--- src/pai_pkg.sv ---
// ----------------------------------------------------------------------------
// pai_pkg
// shared types and constants of the positional array with insert and delete
// ----------------------------------------------------------------------------
package pai_pkg;

  localparam int CapacityDef = 64;
  localparam int DataW       = 32;
  localparam int PosW        = 7;
  localparam int CountW      = 7;
  localparam int IndexW      = 6;

  typedef enum logic [1:0] {
    OP_INSERT   = 2'd0,
    OP_DELETE   = 2'd1,
    OP_TRAVERSE = 2'd2
  } op_e;

  typedef enum logic [1:0] {
    ST_OK     = 2'd0,
    ST_BADPOS = 2'd1,
    ST_FULL   = 2'd2,
    ST_EMPTY  = 2'd3
  } status_e;

  typedef enum logic [1:0] {
    CMD_HOLD   = 2'd0,
    CMD_INSERT = 2'd1,
    CMD_DELETE = 2'd2,
    CMD_ROTATE = 2'd3
  } cmd_e;

  // broadcast to every cell of the chain
  typedef struct packed {
    cmd_e                    cmd;
    logic [PosW-1:0]         pos;
    logic [CountW-1:0]       cnt;
    logic signed [DataW-1:0] val;
  } pai_ctrl_t;

endpackage

--- src/pai_cell.sv ---
// ----------------------------------------------------------------------------
// pai_cell
// one element slot of the chain; takes its own value, the inserted value, a neighbor or the head
// ----------------------------------------------------------------------------
module pai_cell import pai_pkg::*; #(
  parameter int IDX = 0
) (
  input  logic                    clk_i,
  input  pai_ctrl_t               ctrl_i,
  input  logic signed [DataW-1:0] left_i,
  input  logic signed [DataW-1:0] right_i,
  input  logic signed [DataW-1:0] head_i,
  output logic signed [DataW-1:0] data_o
);

  localparam logic [7:0] MyIdx   = 8'(IDX);
  localparam logic [7:0] NextIdx = 8'(IDX + 1);

  logic signed [DataW-1:0] data_q, data_d;
  logic [7:0]              pos_w, cnt_w;

  assign pos_w = {1'b0, ctrl_i.pos};
  assign cnt_w = {1'b0, ctrl_i.cnt};

  always_comb begin
    data_d = data_q;
    case (ctrl_i.cmd)
      CMD_INSERT: begin
        if (MyIdx == pos_w) begin
          data_d = ctrl_i.val;
        end else if (MyIdx > pos_w) begin
          data_d = left_i;
        end
      end
      CMD_DELETE: begin
        if (MyIdx >= pos_w) begin
          data_d = right_i;
        end
      end
      CMD_ROTATE: begin
        // held elements rotate toward the head, the head wraps to the tail
        if (NextIdx < cnt_w) begin
          data_d = right_i;
        end else if (NextIdx == cnt_w) begin
          data_d = head_i;
        end
      end
      default: data_d = data_q;
    endcase
  end

  always_ff @(posedge clk_i) begin
    data_q <= data_d;
  end

  assign data_o = data_q;

endmodule

--- config.mk ---
export PLATFORM = sky130hd
export DESIGN_NAME = pai_cell
export DESIGN_NICKNAME = d
export VERILOG_FILES = /design/src/pai_pkg.sv /design/src/pai_cell.sv
export SDC_FILE = /design/constraint.sdc
export NUM_CORES = 1
export LEC_CHECK = 0
export BUFFER_PORTS_ARGS = -buffer_cell sky130_fd_sc_hd__buf_2
export CAP_MARGIN = 10
export CORE_MARGIN = 2
export CORE_UTILIZATION = 41
export DETAILED_ROUTE_END_ITERATION = 10
export MAX_ROUTING_LAYER = met4
export PLACE_DENSITY = 0.91
export SETUP_SLACK_MARGIN = 0.2
export SLEW_MARGIN = 20
export SYNTH_ARGS = -nofsm -noshare
export SYNTH_HDL_FRONTEND = slang
export SYNTH_SLANG_ARGS = --single-unit
--- constraint.sdc ---
create_clock -name clk_i -period 10.25 [get_ports clk_i]
set_input_delay 2.5625 -clock clk_i [delete_from_list [all_inputs] [get_ports clk_i]]
set_output_delay 2.5625 -clock clk_i [all_outputs]
set_load 0.02 [all_outputs]
=== Yosys cells after proc, flatten, opt, wreduce, memory -nomap -nowiden ===
Index checks and enable logic that the tools add are counted.

* Output and inout bits: 32
* Flip-flop bits (word level): 32
* Word-level logic and storage cells: 20
* Input port bits: 145

* Reductions and logical operators: 3
* Equal/unequal tests: 7
* Mux-type cells: 6
* $lt $le $gt $ge: 3

{| class="wikitable"
|+ Operators by type and width
! operator !! count
|-
| $mux 32 || 5
|-
| $pmux 32 s3 || 1
|-
| $logic_not 8->1 || 1
|-
| $eq 1x7->1 const A || 1
|-
| $ge 1x7->1 const A || 1
|-
| $gt 1x7->1 const A || 1
|-
| $lt 1x7->1 const A || 1
|-
| $ne 3x3->1 const B || 2
|-
| $eq 2x2->1 const B || 2
|-
| $reduce_and 4->1 || 1
|-
| $reduce_bool 3->1 || 1
|-
| $eq 2x1->1 const B || 1
|-
| $ne 2x2->1 const B || 1
|}

=== Logic depth before layout (Yosys ltp) ===
* Depth in word-level cells: 4
* Depth in mapped cells: 7
* Depth with buffers taken out: 6

=== Least setup slack after synthesis ===
Ideal clock, no wire load.

* Path type: input -> register
* Start point: in ctrl_i[44] (netlist bit)
* End point: reg data_q[0], in the netlist data_o[0], enable pin
* Data required time: 9818 ps
* Arrival time: 5359 ps
* Setup time: 432 ps
* Buffers on the path: 1
* Stages on the path: 5
* Setup slack: 4459 ps
* Path through: or4_4 > nor4_4 > buf_6 > o32ai_1 > a21oi_1

* Word-level cells in the longest chain between the ends: 3
* Elaborated cells between the ends (all ways): 6
* Classes of those cells: 2 x order compare; 2 x eq/ne; 2 x reduce/logical

{| class="wikitable"
|+ RTL lines
! what !! RTL line !! source
|-
| from (decl) || pai_cell.sv:9 || <nowiki>input pai_ctrl_t ctrl_i,</nowiki>
|-
| $gt 1x7->1, or another cell as far along || pai_cell.sv:31 || <nowiki>end else if (MyIdx > pos_w) begin</nowiki>
|-
| $ne 3x3->1 (no source line) / $ne 2x2->1 (equally long branches) || - ||
|-
| $reduce_and 4->1 (no source line) (*) || - ||
|-
| to (signal assigned) || pai_cell.sv:53 || <nowiki>data_q <= data_d;</nowiki>
|-
| to (decl) || pai_cell.sv:19 || <nowiki>logic signed [DataW-1:0] data_q, data_d;</nowiki>
|}

Mark *: on every way between the ends. The rest lies on a longest branch, timed or not.
A chain may end at the register's enable or synchronous reset.

=== Final worst setup path ===
* Start point: in ctrl_i[44] (netlist bit)
* End point: reg data_q[27], in the netlist data_o[27], enable pin

The elaborated chain is that of the path after synthesis.

==> summary.md <==
| Metric | Value |
|---|---|
| Status | `completed` |
| Post-cts repair resize count | `0` |
| DP Worst Slack | `4920 ps` |
| Vias in the first global route | `2022` |
| Max reg flops | `32` |
| Highest Clock Rate | `0.200 GHz` |
| Clock Sinks | `32` |
| Hold-fix buffers at CTS | `0` |
| Mapped cell area | `2050 um^2` |
| Most used DFF post-synth | `edfxtp_1` |
| Adder-Cell Fraction of Synth Area | `1.83%` |
| Placer Congestion | `0.834` |
| Max IR drop VDD | `0.0586 mV` |
| Area share of and/or/nand/nor cells after synthesis | `14.5%` |
| PD cells | `123 nW/um^2` |
| Reg clk slew, reported paths | `60 ps` |
| Main area contributors after synthesis | `edfxtp_1 47%, a221o_1 16%, mux2i_1 16%` |
| Dpl cell area | `3000 um^2` |
| Pre-antenna DRT Iters | `4` |
| FP Rows | `25` |
| Core Area | `4790 um^2` |
| Hold Path Sink | `data_o[22]$_DFFE_PP_` |
| # IOs | `177` |
| Layout area overhead | `50.3%` |
| Share of cells above drive strength 1 | `51.9%` |
| Count of cell types in the netlist | `15` |
| WP data required | `10150 ps` |
| Critical path fanouts, max | `33` |
| Hold wc startpoint | `right_i[22]` |
| Overall routing resource usage | `22.1%` |
| Setup violators final | `0` |
| Postcts setup bufs | `0` |
| # DRC | `0` |
| Vias/cell | `5.06` |
| Clock buffer depth | `2` |
| Compound-Gate Fraction of Synth Area | `16.7%` |
| Wirelength per Cell | `14.3 um` |
| Worst Setup End Kind | `flop` |
| Max-cap viol count | `0` |
| Element type at the critical path start | `primary input` |
| Initial antenna violation count | `0` |
| Sequential share of the synthesized area | `46.9%` |
| Fin area | `3080 um^2` |
| Synth Area in XOR/XNOR | `0%` |
| Yosys warnings | `0` |
| Fin crit share | `48.9%` |
| Power consumption | `379 uW` |
| Drt total wl | `6170 um` |
| Synthesized area per cell | `10.7 um^2` |
| Worst setup margin | `5240 ps` |
| Worst EP arrival | `4910 ps` |
| Final hold viol count | `0` |
| Vias | `2182` |
| FILL cells | `382` |
| Largest net degree at the start of global routing | `34` |
| Post-synthesis cell count | `192` |
| Total grt overflow | `0` |
| Fin util | `64.3%` |
| Post-synth ARST share | `0%` |
| Vert. Die Dim | `74.7 um` |
| Worst Hold Class | `primary input to flop` |
| CTS root buf | `clkbuf_8` |
| Count leader, synth | `nand2_1` |
| Post-layout min period | `5010 ps` |
| ANT cells | `0` |
| Largest family of logic cells by synthesized area | `compound AO/OA/AOI/OAI gates` |
| Lkg Pwr | `0.00144 uW` |
| H-tree lvl count | `2` |
| First-pass GRT wire length | `8960 um` |
| Max_slew headroom | `28.2%` |
| Routed Antenna Nets | `0` |
| Synth area leader | `edfxtp_1` |
| #FFs+latches synth | `32` |
| Port Buf Inserts | `176` |
| Chip width | `74.7 um` |
| Worst Tran Pin Value | `1080 ps` |
| Fin Setup TNS | `0 ps` |
| Number of synthesized flops with an enable pin | `32` |
| Initial DRC count | `116` |
| Top cell type's share of synthesized area | `46.9%` |
| DIE AREA | `5580 um^2` |
| Initial Utilization | `42.8%` |
| CTS tree | `done` |
| Post-DP HPWL | `4650 um` |
| Mux contribution to synthesized area | `15.6%` |
| Mapped Nets | `340` |
| Final Max Tran Viols | `0` |
| RSZ-0062 raised after global routing | `no` |
| Nets@finish | `511` |
| CTS Buf Count | `5` |
| CP Class | `primary input to flop` |
| Hold depth | `2` |
| Synth cell count leaders | `65 x nand2_1, 32 x a221o_1, 32 x edfxtp_1, 32 x mux2i_1, 12 x clkbuf_1` |
through the flow:
step,instances,hold WS (ps)
after floorplan,192,2780
after CTS,431,2580
after detailed placement,423,2870
after global routing,431,2570
after global placement,422,2870
final,431,2580
placed cells by master (no fill, tap or decap), types with 3 or more instances in the layout:
cell,count
edfxtp_1,32
ha_1,3
nand2_1,65
mux2i_1,32
clkbuf_8,5
inv_1,3
a221o_1,32
buf_2,176
routing by layer:
metal / global-route usage (%) / part of all wire (%)
met3: 4.69 / 7.5
met5: - / 0
met1: 25.4 / 38
met4: 7.34 / 1.7
met2: 38.3 / 52
power breakdown:
part	internal, uW	switching, uW
sequential	168	4.89
combinational	50.4	66.2
clock	47.2	42.3
critical path, stage by stage:
cell and delay (ps):
buf_2 100, or4_4 540, nor4_4 150, buf_4 520, o32ai_1 230, a21oi_4 790
worst max path at each step:
stage	startpoint	endpoint	slack, ps	cells past startpoint
4_1_cts	ctrl_i[44]	data_o[31]$_DFFE_PP_	5230	6
2_1_floorplan	ctrl_i[44]	data_o[0]$_DFFE_PP_	4460	5
3_5_place_dp	ctrl_i[44]	data_o[31]$_DFFE_PP_	4920	6
6_report	ctrl_i[44]	data_o[27]$_DFFE_PP_	5240	6
5_1_grt	ctrl_i[44]	data_o[30]$_DFFE_PP_	5100	6
3_3_place_gp	ctrl_i[44]	data_o[16]$_DFFE_PP_	5050	6
kinds of logic (layout without fill, tap and decap cells):
| family | after synthesis | after routing |
|---|---|---|
| flops | 32 | 32 |
| compound gates | 35 | 35 |
| mux | 32 | 32 |
| buf+inv | 18 | 190 |
| simple gates | 72 | 72 |
| fa+ha+maj | 3 | 3 |
cell type report:
class / instances / area (um^2) / area share, %
clock inverter: 1 / 3.75 / 0.122
sequential: 32 / 961 / 31.2
tap: 67 / 83.8 / 2.72
timing repair buffer: 179 / 923 / 30.0
clock buffer: 7 / 76.3 / 2.48
inverter: 3 / 11.3 / 0.366
multi-input combinational: 142 / 1020 / 33.1
No activity file was read; power rests on OpenSTA's default activity.
